**src/hdl/positional_list_insert_delete_unit_assert.svh**
```systemverilog
// ----------------------------------------------------------------------------
// positional list assertion macros
// concurrent assertion helpers shared by the list control logic
// ----------------------------------------------------------------------------
`ifndef POSITIONAL_LIST_INSERT_DELETE_UNIT_ASSERT_SVH
`define POSITIONAL_LIST_INSERT_DELETE_UNIT_ASSERT_SVH
`ifndef SYNTH
// property must hold at every edge outside reset
`define PLID_ASSERT(lbl, clk_s, rstn_s, prop, msg) \
	lbl: assert property (@(posedge clk_s) disable iff (!rstn_s) prop) else $error(msg);
// condition must never be seen outside reset
`define PLID_NEVER(lbl, clk_s, rstn_s, cond, msg) \
	lbl: assert property (@(posedge clk_s) disable iff (!rstn_s) !(cond)) else $error(msg);
`else
`define PLID_ASSERT(lbl, clk_s, rstn_s, prop, msg)
`define PLID_NEVER(lbl, clk_s, rstn_s, cond, msg)
`endif
`endif

```
**src/hdl/plid_pkg.sv**
```systemverilog
// ----------------------------------------------------------------------------
// plid_pkg
// request, status and cell control types of the positional list unit
// ----------------------------------------------------------------------------
package plid_pkg;

	localparam int DATA_W = 32;
	localparam int POS_W  = 6;
	// wide enough for a cell index at the largest supported capacity
	localparam int IDX_W  = 6;

	typedef enum logic [1:0] {
		REQ_APPEND = 2'd0,
		REQ_INSERT = 2'd1,
		REQ_DELETE = 2'd2,
		REQ_SHOW   = 2'd3
	} req_t;

	typedef enum logic [1:0] {
		STAT_OK     = 2'd0,
		STAT_REJECT = 2'd1,
		STAT_FULL   = 2'd2,
		STAT_EMPTY  = 2'd3
	} status_t;

	// per-cycle action broadcast to every cell
	typedef enum logic [1:0] {
		CELL_HOLD = 2'd0,
		CELL_INS  = 2'd1,
		CELL_DEL  = 2'd2,
		CELL_ROT  = 2'd3
	} cell_op_t;

	typedef enum logic {
		ST_IDLE = 1'b0,
		ST_SHOW = 1'b1
	} ctrl_state_t;

	typedef struct packed {
		cell_op_t                 op;
		logic [IDX_W-1:0]         idx;
		logic signed [DATA_W-1:0] data;
	} cell_ctl_t;

endpackage

```
**src/hdl/plid_cell.sv**
```systemverilog
// ----------------------------------------------------------------------------
// plid_cell
// one list slot: holds a value and takes from its neighbors on shifts
// ----------------------------------------------------------------------------
module plid_cell #(
	parameter int IDX = 0
) (
	input  logic                               clk,
	input  plid_pkg::cell_ctl_t                ctl,
	input  logic signed [plid_pkg::DATA_W-1:0] left,
	input  logic signed [plid_pkg::DATA_W-1:0] right,
	input  logic signed [plid_pkg::DATA_W-1:0] head,
	output logic signed [plid_pkg::DATA_W-1:0] val_q
);
	import plid_pkg::*;

	localparam logic [IDX_W-1:0] MY_IDX = IDX_W'(IDX);

	logic signed [DATA_W-1:0] val_d;

	// select the next slot value from the broadcast action
	always_comb begin
		val_d = val_q;
		case (ctl.op)
			CELL_INS: begin
				if (MY_IDX > ctl.idx) val_d = left;
				else if (MY_IDX == ctl.idx) val_d = ctl.data;
			end
			CELL_DEL: begin
				if (MY_IDX >= ctl.idx) val_d = right;
			end
			CELL_ROT: begin
				if (MY_IDX < ctl.idx) val_d = right;
				else if (MY_IDX == ctl.idx) val_d = head;
			end
			default: val_d = val_q;
		endcase
	end

	// slot storage
	always_ff @(posedge clk) begin
		val_q <= val_d;
	end

endmodule

```
**src/hdl/plid_ctrl.sv**
```systemverilog
// ----------------------------------------------------------------------------
// plid_ctrl
// request decode, entry count, show sequencer and result register
// ----------------------------------------------------------------------------
`include "positional_list_insert_delete_unit_assert.svh"

module plid_ctrl #(
	parameter int CAPACITY = 32
) (
	input  logic                               clk,
	input  logic                               arst_n,
	input  logic                               in_valid,
	output logic                               in_stall,
	input  logic [1:0]                         req_type,
	input  logic [plid_pkg::POS_W-1:0]         position,
	input  logic signed [plid_pkg::DATA_W-1:0] value,
	input  logic signed [plid_pkg::DATA_W-1:0] head,
	output plid_pkg::cell_ctl_t                cell_ctl,
	output logic                               out_valid,
	input  logic                               out_stall,
	output logic [1:0]                         status,
	output logic [$clog2(CAPACITY+1)-1:0]      count,
	output logic signed [plid_pkg::DATA_W-1:0] element,
	output logic                               last
);
	import plid_pkg::*;

	localparam int CNT_W = $clog2(CAPACITY + 1);
	localparam int CMP_W = ((CNT_W > POS_W) ? CNT_W : POS_W) + 1;

	ctrl_state_t              state_q, state_d;
	logic [CNT_W-1:0]         count_q, count_d;
	logic [IDX_W-1:0]         idx_q;
	logic                     out_valid_q;
	status_t                  out_status_q, status_d;
	logic [CNT_W-1:0]         out_count_q;
	logic signed [DATA_W-1:0] out_elem_q, elem_d;
	logic                     out_last_q, last_d;
	logic                     out_ready, accept, load_out, full, ins_bad, del_bad, show_last;
	logic [CMP_W-1:0]         count_ext, pos_ext, idx_ext;
	req_t                     req;

	// handshake and request checks
	assign req       = req_t'(req_type);
	assign out_ready = !out_valid_q || !out_stall;
	assign in_stall  = (state_q != ST_IDLE) || !out_ready;
	assign accept    = in_valid && !in_stall;
	assign count_ext = CMP_W'(count_q);
	assign pos_ext   = CMP_W'(position);
	assign idx_ext   = CMP_W'(idx_q);
	assign full      = (count_q == CNT_W'(CAPACITY));
	assign ins_bad   = (pos_ext == '0) || (pos_ext > count_ext + CMP_W'(1));
	assign del_bad   = (pos_ext == '0) || (pos_ext > count_ext);
	assign show_last = (idx_ext + CMP_W'(1) == count_ext);

	// next state
	always_comb begin
		state_d = state_q;
		case (state_q)
			ST_IDLE: begin
				if (accept && req == REQ_SHOW && count_q != '0) state_d = ST_SHOW;
			end
			ST_SHOW: begin
				if (out_ready && show_last) state_d = ST_IDLE;
			end
			default: state_d = ST_IDLE;
		endcase
	end

	// cell action, count update and result payload
	always_comb begin
		cell_ctl.op   = CELL_HOLD;
		cell_ctl.idx  = '0;
		cell_ctl.data = value;
		count_d       = count_q;
		load_out      = 1'b0;
		status_d      = STAT_OK;
		elem_d        = '0;
		last_d        = 1'b1;
		case (state_q)
			ST_IDLE: begin
				if (accept) begin
					load_out = 1'b1;
					case (req)
						REQ_APPEND: begin
							if (full) begin
								status_d = STAT_FULL;
							end else begin
								cell_ctl.op  = CELL_INS;
								cell_ctl.idx = IDX_W'(count_q);
								count_d      = count_q + CNT_W'(1);
							end
						end
						REQ_INSERT: begin
							if (ins_bad) begin
								status_d = STAT_REJECT;
							end else if (full) begin
								status_d = STAT_FULL;
							end else begin
								cell_ctl.op  = CELL_INS;
								cell_ctl.idx = IDX_W'(position - POS_W'(1));
								count_d      = count_q + CNT_W'(1);
							end
						end
						REQ_DELETE: begin
							if (del_bad) begin
								status_d = STAT_REJECT;
							end else begin
								cell_ctl.op  = CELL_DEL;
								cell_ctl.idx = IDX_W'(position - POS_W'(1));
								count_d      = count_q - CNT_W'(1);
							end
						end
						REQ_SHOW: begin
							if (count_q == '0) status_d = STAT_EMPTY;
							else load_out = 1'b0;
						end
						default: status_d = STAT_REJECT;
					endcase
				end
			end
			ST_SHOW: begin
				if (out_ready) begin
					load_out     = 1'b1;
					cell_ctl.op  = CELL_ROT;
					cell_ctl.idx = IDX_W'(count_q - CNT_W'(1));
					elem_d       = head;
					last_d       = show_last;
				end
			end
			default: load_out = 1'b0;
		endcase
	end

	// control registers
	always_ff @(posedge clk or negedge arst_n) begin
		if (!arst_n) begin
			state_q     <= ST_IDLE;
			count_q     <= '0;
			idx_q       <= '0;
			out_valid_q <= 1'b0;
		end else begin
			state_q <= state_d;
			count_q <= count_d;
			if (state_q == ST_IDLE) idx_q <= '0;
			else if (out_ready) idx_q <= idx_q + IDX_W'(1);
			if (load_out) out_valid_q <= 1'b1;
			else if (out_ready) out_valid_q <= 1'b0;
		end
	end

	// result payload register
	always_ff @(posedge clk) begin
		if (load_out) begin
			out_status_q <= status_d;
			out_count_q  <= count_d;
			out_elem_q   <= elem_d;
			out_last_q   <= last_d;
		end
	end

	assign out_valid = out_valid_q;
	assign status    = out_status_q;
	assign count     = out_count_q;
	assign element   = out_elem_q;
	assign last      = out_last_q;

	// checks
	`PLID_NEVER(a_count_cap, clk, arst_n, count_q > CNT_W'(CAPACITY), "entry count above capacity")
	`PLID_ASSERT(a_count_hold, clk, arst_n, !accept |=> $stable(count_q), "count moved without transfer")
	`PLID_ASSERT(a_show_nonempty, clk, arst_n, (state_q == ST_SHOW) |-> (count_q != '0), "show on empty list")
	`PLID_ASSERT(a_single_result, clk, arst_n, (accept && req != REQ_SHOW) |=> out_valid_q, "missing result")

endmodule

```
**src/hdl/positional_list_insert_delete_unit.sv**
```systemverilog
// ----------------------------------------------------------------------------
// positional_list_insert_delete_unit
// ordered list of signed 32-bit values with append, insert, delete and show
// ----------------------------------------------------------------------------
// usage:
//   input channel (in_valid / in_stall) carries req_type, position, value;
//   a transfer happens when in_valid is high and in_stall is low
//   output channel (out_valid / out_stall) carries status, count, element, last
//   append, insert and delete: one result, registered in the cycle after the
//     input transfer; a new request can follow every cycle while the output
//     is drained, so these run at one item per cycle
//   show: entry count results, the first loaded from the show state after the
//     transfer, then one per cycle while the output is drained; input stalls until the final result is issued
//   the list is a row of CAPACITY slots; the affected slots shift together;
//     show rotates the used slots past slot zero, one step per result
//   reset clears the entry count and empties the list; slot contents are
//     not cleared and are never read before written
//   while out_stall is high with a result waiting, the result register holds and nothing advances
// ----------------------------------------------------------------------------
module positional_list_insert_delete_unit #(
	parameter int CAPACITY = 32
) (
	input  logic                               clk,
	input  logic                               arst_n,
	input  logic                               in_valid,
	output logic                               in_stall,
	input  logic [1:0]                         req_type,
	input  logic [plid_pkg::POS_W-1:0]         position,
	input  logic signed [plid_pkg::DATA_W-1:0] value,
	output logic                               out_valid,
	input  logic                               out_stall,
	output logic [1:0]                         status,
	output logic [$clog2(CAPACITY+1)-1:0]      count,
	output logic signed [plid_pkg::DATA_W-1:0] element,
	output logic                               last
);
	import plid_pkg::*;

	cell_ctl_t                cell_ctl;
	logic signed [DATA_W-1:0] slot_val [CAPACITY];

	// control and result register
	plid_ctrl #(
		.CAPACITY(CAPACITY)
	) u_ctrl (
		.clk      (clk),
		.arst_n   (arst_n),
		.in_valid (in_valid),
		.in_stall (in_stall),
		.req_type (req_type),
		.position (position),
		.value    (value),
		.head     (slot_val[0]),
		.cell_ctl (cell_ctl),
		.out_valid(out_valid),
		.out_stall(out_stall),
		.status   (status),
		.count    (count),
		.element  (element),
		.last     (last)
	);

	// slot chain
	for (genvar i = 0; i < CAPACITY; i++) begin : g_cell
		logic signed [DATA_W-1:0] left_v, right_v;
		if (i == 0) begin : g_first
			assign left_v = cell_ctl.data;
		end else begin : g_mid_l
			assign left_v = slot_val[i-1];
		end
		if (i == CAPACITY - 1) begin : g_end
			assign right_v = slot_val[i];
		end else begin : g_mid_r
			assign right_v = slot_val[i+1];
		end
		plid_cell #(
			.IDX(i)
		) u_cell (
			.clk  (clk),
			.ctl  (cell_ctl),
			.left (left_v),
			.right(right_v),
			.head (slot_val[0]),
			.val_q(slot_val[i])
		);
	end

endmodule
```
**config.mk**
```make
export PLATFORM = sky130hd
export DESIGN_NAME = positional_list_insert_delete_unit
export DESIGN_NICKNAME = d
export VERILOG_FILES = /design/src/hdl/plid_pkg.sv /design/src/hdl/plid_cell.sv /design/src/hdl/plid_ctrl.sv /design/src/hdl/positional_list_insert_delete_unit.sv
export VERILOG_INCLUDE_DIRS = /design/src /design/src/hdl
export SDC_FILE = /design/constraint.sdc
export NUM_CORES = 2
export LEC_CHECK = 0
export BUFFER_PORTS_ARGS = -buffer_cell sky130_fd_sc_hd__buf_4
export CORE_MARGIN = 10
export CORE_UTILIZATION = 45
export DETAILED_ROUTE_END_ITERATION = 12
export GPL_ROUTABILITY_DRIVEN = 1
export SYNTH_ARGS = -nofsm -noshare
export SYNTH_HDL_FRONTEND = slang
export SYNTH_SLANG_ARGS = --single-unit
```
**constraint.sdc**
```tcl
create_clock -name clk -period 7.2 [get_ports clk]
set_input_delay 0.72 -clock clk [delete_from_list [all_inputs] [get_ports clk]]
set_output_delay 0.72 -clock clk [all_outputs]
set_load 0.1 [all_outputs]
```
After elaboration in Yosys (flattened, before gate mapping) --
Cells that the tools add are included.
Operators by class: $add $sub $neg 6, magnitude comparators 97, eq/ne operators 136, multiplexer cells 221, bitwise operators 2, reduce and logical (&&, ||, !) cells 54
Operators with widths (count):
- $mux W32 | 158
- $pmux W32 S3 | 31
- $ne A3 B1 Y1 const B | 62
- $reduce_and A4 Y1 | 32
- $eq A5 B6 Y1 const A | 16
- $gt A5 B6 Y1 const A | 16
- $lt A5 B6 Y1 const A | 16
- $ge A5 B6 Y1 const A | 15
- $ne A2 B1 Y1 const B | 33
- $pmux W32 S2 | 1
- $eq A4 B6 Y1 const A | 8
- $ge A4 B6 Y1 const A | 8
- $gt A4 B6 Y1 const A | 8
- $lt A4 B6 Y1 const A | 8
- $mux W6 | 7
- $mux W8 | 4
- $eq A3 B6 Y1 const A | 4
- $ge A3 B6 Y1 const A | 4
- $gt A3 B6 Y1 const A | 4
- $lt A3 B6 Y1 const A | 4
- $pmux W8 S3 | 1
- $pmux W6 S3 | 1
- $pmux W8 S2 | 1
- $add A6 B1 Y7 const B | 2
- other kinds (34) | 72
Storage, ports and cells: register bits after elaboration 1079, input port bits 44, output and inout port bits 43, logic and storage cells 556

Depth between registers and ports, before layout --
word-level depth 12, depth in mapped cells 19, mapped depth without buffers 14

Cells and area by module --
From an unflattened synthesis, not the netlist that was laid out.
Second synthesis, totals: cell total of the unflattened synthesis 6803, area, all modules 73795.8 um2
Modules (own cells, without submodules):
- plid_ctrl | times used 1, cells each 348, area each 3468.3 um2
- plid_cell at g_cell[19].u_cell | times used 1, cells each 350, area each 3265.6 um2
- plid_cell at g_cell[5].u_cell | times used 1, cells each 273, area each 3131.8 um2
- plid_cell at g_cell[17].u_cell | times used 1, cells each 269, area each 2663.8 um2
- plid_cell at g_cell[31].u_cell | times used 1, cells each 274, area each 2636.3 um2
- plid_cell at g_cell[4].u_cell | times used 1, cells each 234, area each 2549.9 um2
- plid_cell at g_cell[25].u_cell | times used 1, cells each 276, area each 2544.9 um2
- plid_cell at g_cell[20].u_cell | times used 1, cells each 245, area each 2467.4 um2
- plid_cell at g_cell[16].u_cell | times used 1, cells each 262, area each 2359.8 um2
- plid_cell at g_cell[24].u_cell | times used 1, cells each 224, area each 2342.2 um2
- plid_cell at g_cell[8].u_cell | times used 1, cells each 225, area each 2283.4 um2
- plid_cell at g_cell[6].u_cell | times used 1, cells each 204, area each 2244.7 um2
- plid_cell at g_cell[7].u_cell | times used 1, cells each 192, area each 2220.9 um2
- plid_cell at g_cell[2].u_cell | times used 1, cells each 236, area each 2190.9 um2
- +19 rows

Worst setup path after synthesis --
Ideal clock, no wire load.
path type register to register, from reg u_ctrl.count_q[0], to reg g_cell[3].u_cell.val_q[0] (netlist name), enable pin, data arrival time 6.062 ns, required time 6.730 ns, slack 0.669 ns, cell stages (with the launch flop) 19, period minus slack after synthesis 6.531 ns, path through dfrtp_1 buf_1 inv_1 nor3_1 xnor2_1 inv_1 ha_1 nand3_1 o22a_1 o21ai_1 nand4_1 buf_4 a41o_1 buf_2 nand4_1 buf_2 buf_2 nor2_1 a211oi_1
Between the ends: longest elaborated chain between the ends 10, elaborated cells between the ends (all ways) 27, classes of those cells 2 x add/sub; 5 x order compare; 8 x eq/ne; 8 x mux; 4 x reduce/logical
Ends and longest elaborated chain:
- from (decl) | line plid_ctrl.sv:32 | logic [CNT_W-1:0] count_q, count_d;
- from (signal assigned) | line plid_ctrl.sv:144 | count_q <= count_d;
- $add A6 B1 Y7 | line plid_ctrl.sv:52 | assign ins_bad = (pos_ext == '0) || (pos_ext > count_ext + CMP_W'(1));
- $gt A6 B7 Y1 | line plid_ctrl.sv:52
- $logic_or A1 B1 Y1 | line plid_ctrl.sv:52
- $mux W8 | line plid_ctrl.sv:95 | if (ins_bad) begin
- $pmux W8 S3 | line plid_ctrl.sv:84 | case (req)
- $mux W8 | line plid_ctrl.sv:82 | if (accept) begin
- $pmux W8 S2 (*) | line plid_ctrl.sv:80 | case (state_q)
- $lt A2 B6 Y1, or another cell as far along | line plid_cell.sv:33 | if (MY_IDX < ctl.idx) val_d = right;
- $ne A3 B1 Y1 (no source line), or another cell as far along
- $reduce_and A4 Y1 (no source line) (*)
- to (signal assigned) | line plid_cell.sv:42 | val_q <= val_d;
- to (decl) | line plid_cell.sv:13 | output logic signed [plid_pkg::DATA_W-1:0] val_q
Mark *: on every way between the ends. The rest lies on a longest branch, timed or not. A chain may end at the register's enable or synchronous reset.

Worst setup path in the final report --
from reg u_ctrl.count_q[3], to reg g_cell[14].u_cell.val_q[18] (netlist name), enable pin
Between the ends: longest elaborated chain between the ends 10, elaborated cells between the ends (all ways) 27, classes of those cells 2 x add/sub; 5 x order compare; 8 x eq/ne; 8 x mux; 4 x reduce/logical
Ends and longest elaborated chain (line):
- $add A6 B1 Y7 | plid_ctrl.sv:52
- $gt A6 B7 Y1 | plid_ctrl.sv:52
- $logic_or A1 B1 Y1 | plid_ctrl.sv:52
- $mux W8 | plid_ctrl.sv:95
- $pmux W8 S3 | plid_ctrl.sv:84
- $mux W8 | plid_ctrl.sv:82
- $pmux W8 S2 (*) | plid_ctrl.sv:80
- $lt A4 B6 Y1, or another cell as far along | plid_cell.sv:33
- $ne A3 B1 Y1 (no source line), or another cell as far along
- $reduce_and A4 Y1 (no source line) (*)
- to (signal assigned) | plid_cell.sv:42
- to (decl) | plid_cell.sv:13
Marked as above.

==> out/qor.txt <==
DR iter-0 viols = 7,942
Hold Crit Depth = 3
CP Class = reg2reg
initial antenna violation count = 5
worst skew pair latency = 0.78 ns
Combinational Power Share = 0.491
Slew Limit Fails = 0
ys async rst share = 0.0130
worst rel slew slack = 0.0774
# DRC = 0
I/O pins = 87
Detailed Routing Iterations Pass 1 = 7
FF+latch area = 32,300 um2
post-synth top area cell = edfxtp_1
Filler Cells Inserted = 12,000
endpoints failing setup = 0
DR vias = 49,900
Worst-Margin Slew = 1.38 ns
WL/cell = 32.2 um
Final Net Count = 5,358
Mapped Avg Cell Area = 10.8 um2
clock-pin transition on the worst setup and hold timing paths = 0.06 ns
top cell type's share of synthesized area = 0.530
RSZ-0062 raised after global routing = false
die area = 149,000 um2
root buffer cell = clkbuf_16
Tcrit/Tclk final = 0.802
share of cells above drive strength 1 = 0.102
die width = 386 um
vias per inst = 6.96
CP Capture Type = flip-flop
TritonCTS Buffers = 120
Rows = 134
vias in the first global route = 46,100
Post-CTS Resized = 0
largest net degree at the start of global routing = 225
switch share = 0.454
total grt overflow = 0
Final Hold Viols = 0
Pleak = 24.6 nW
Reg power frac = 0.364
CTS Buffer Depth = 3
H-tree depth = 3
die height = 386 um
mapped cell area = 60,400 um2
first-pass GRT wire length = 334,000 um
max cap viols = 0
GPL Wtd Cong = 0.959
Unique masters post-synth = 83
PwrDens = 617 nW/um2
Tmin final = 5.78 ns
Hold Slack = 0.242 ns
Main synth FF type = edfxtp_1
Layout area overhead = 10.1%
post-synthesis cell count = 5,569
CTS tree = done
P_int = 0.0224 W
Routed Wire Length = 231,000 um
leading post-synthesis cells by cell area = edfxtp_1, mux2i_1, a221o_1
Crit Path Max Fanout = 36
clock sinks = 1,079
status = finished clean
Worst VDD drop = 0.468 mV
hold buffers post-CTS = 1
input/output buffers = 86
Post-CTS Repair Setup Buffers = 0
sequential element share of the synthesized area = 0.535
GRT Overall Usage = 0.298
reg2reg path depth = 13
dpl hpwl = 154,000 um
Syn Nets = 5,632
Ys Warns = 0
multi-input logic area = 26,000 um2
synthesis-stage register bit count = 1,079
fmax = 0.173 GHz
Clock Skew = 0.0508 ns
hold crit path type = in2reg
ANT nets after route = 0
CP Launch Type = flip-flop
Initial Utilization = 0.452
clock share of power = 0.145
setup_tns = 0 ns
Req. time, crit path = 7.67 ns
Arrival @ worst endpoint = 6.25 ns
Post-synth EDFFs = 1,065
core area = 133,000 um2
sw power = 0.0186 W
## area by class of cell
cell class | count | share of cell area
clock inverter | 70 | 0.00787
clock buffer | 153 | 0.0474
multi-input combinational | 3791 | 0.391
tap | 1768 | 0.0333
inverter | 44 | 0.00248
sequential | 1079 | 0.486
antenna | 4 | 0.000151
timing repair buffer | 259 | 0.0318
## path summary, 6_finish.rpt
check                                       startpoint                     endpoint  slack [ns]
setup / recovery                     u_ctrl.count_q[3]  g_cell[14].u_cell.val_q[18]        1.42
hold / removal                                in_valid             u_ctrl.out_valid        0.24
setup reg to reg                     u_ctrl.count_q[3]  g_cell[14].u_cell.val_q[18]        1.42
hold reg to reg            g_cell[31].u_cell.val_q[28]  g_cell[30].u_cell.val_q[28]        0.53
max in group asynchronous                       arst_n            u_ctrl.count_q[0]        6.62
min in group asynchronous                       arst_n            u_ctrl.count_q[4]        0.38
## placed cells by master (no fill, tap or decap), types with 35 or more instances in the layout
cell / n
buf_4: 245
clkbuf_16: 121
a21oi_1: 323
nand2_1: 977
o21ai_1: 93
nand3_1: 121
nor2b_1: 35
mux2i_1: 542
o221ai_1: 126
a221o_1: 445
nor2_1: 72
edfxtp_1: 1065
o21ai_0: 253
a22oi_1: 355
o211ai_1: 134
inv_1: 42
## sequential cells by signal (all words and copies together) (netlist names), 2 cells and up
register and flops:
u_ctrl.count_q 6, u_ctrl.count 6, g_cell.u_cell.val_q 1024, u_ctrl.status 2, u_ctrl.element 32, u_ctrl.idx_q 6
## logic make-up after synthesis
family	share of synthesized area
XOR/XNOR	0.00319
AO/OA/AOI/OAI	0.232
adder cells (fa/ha/maj)	0.00394
AND/OR/NAND/NOR	0.0882
buffers and inverters	0.0477
flip-flops	0.535
multiplexers	0.0900
## metal layers
metal | track usage | vias to the layer above | share of wire
met4 | 0.0651 | 6 | 0.018
met5 | 0 | - | 0.00018
met3 | 0.0924 | 291 | 0.14
li1 | - | 21200 | -
met2 | 0.400 | 3589 | 0.40
met1 | 0.460 | 24800 | 0.44
## power by group through the flow
stage                     clock (W)  combinational [W]  sequential [W]
after floorplan                   0             0.0134          0.0140
after global placement            0             0.0193          0.0147
after detailed placement          0             0.0196          0.0148
after CTS                   0.00599             0.0196          0.0147
after global routing        0.00624             0.0214          0.0151
final                       0.00596             0.0201          0.0149
## cells in the mapped netlist, drive strengths merged (4+ instances only)
cell / instances
edfxtp: 1065
nand2: 982
mux2i: 542
clkbuf: 457
a221o: 445
o21ai: 370
a22oi: 355
a21oi: 345
buf: 198
o211ai: 134
o221ai: 126
nand3: 122
nor2: 95
inv: 43
nor2b: 35
o2bb2ai: 32
ha: 19
a31oi: 18
nor3: 17
xnor2: 16
dfrtp: 14
o22ai: 13
and2: 11
a21o: 10
a211oi: 9
a31o: 9
o31ai: 7
nand4: 6
xor2: 6
and3: 5
nor4: 5
a21boi: 4
a32oi: 4
## per-stage QoR
stage	setup slack (ns)	instances	power [W]	area, um2	util
after detailed placement	1.48	6939	0.0344	62800	0.470
after global placement	1.48	6939	0.0340	62800	0.470
final	1.42	7168	0.0410	66500	0.498
after CTS	1.46	7163	0.0404	66400	0.498
after floorplan	0.669	5569	0.0274	60400	-
after global routing	1.07	7165	0.0428	66500	0.498
## critical path, stage by stage (launching register included)
cell and delay, ns:
dfrtp_1 0.60, clkinv_1 0.40, ha_1 0.42, and4_1 0.20, o21ai_0 0.09, a32oi_1 0.15
nor2_1 0.77, nand2_2 0.16, nand2_4 0.43, a21oi_4 0.04, buf_4 0.35, or2_2 0.64
o21ai_4 0.86, buf_4 0.33
Note: power is estimated with default switching activity, not from simulation.
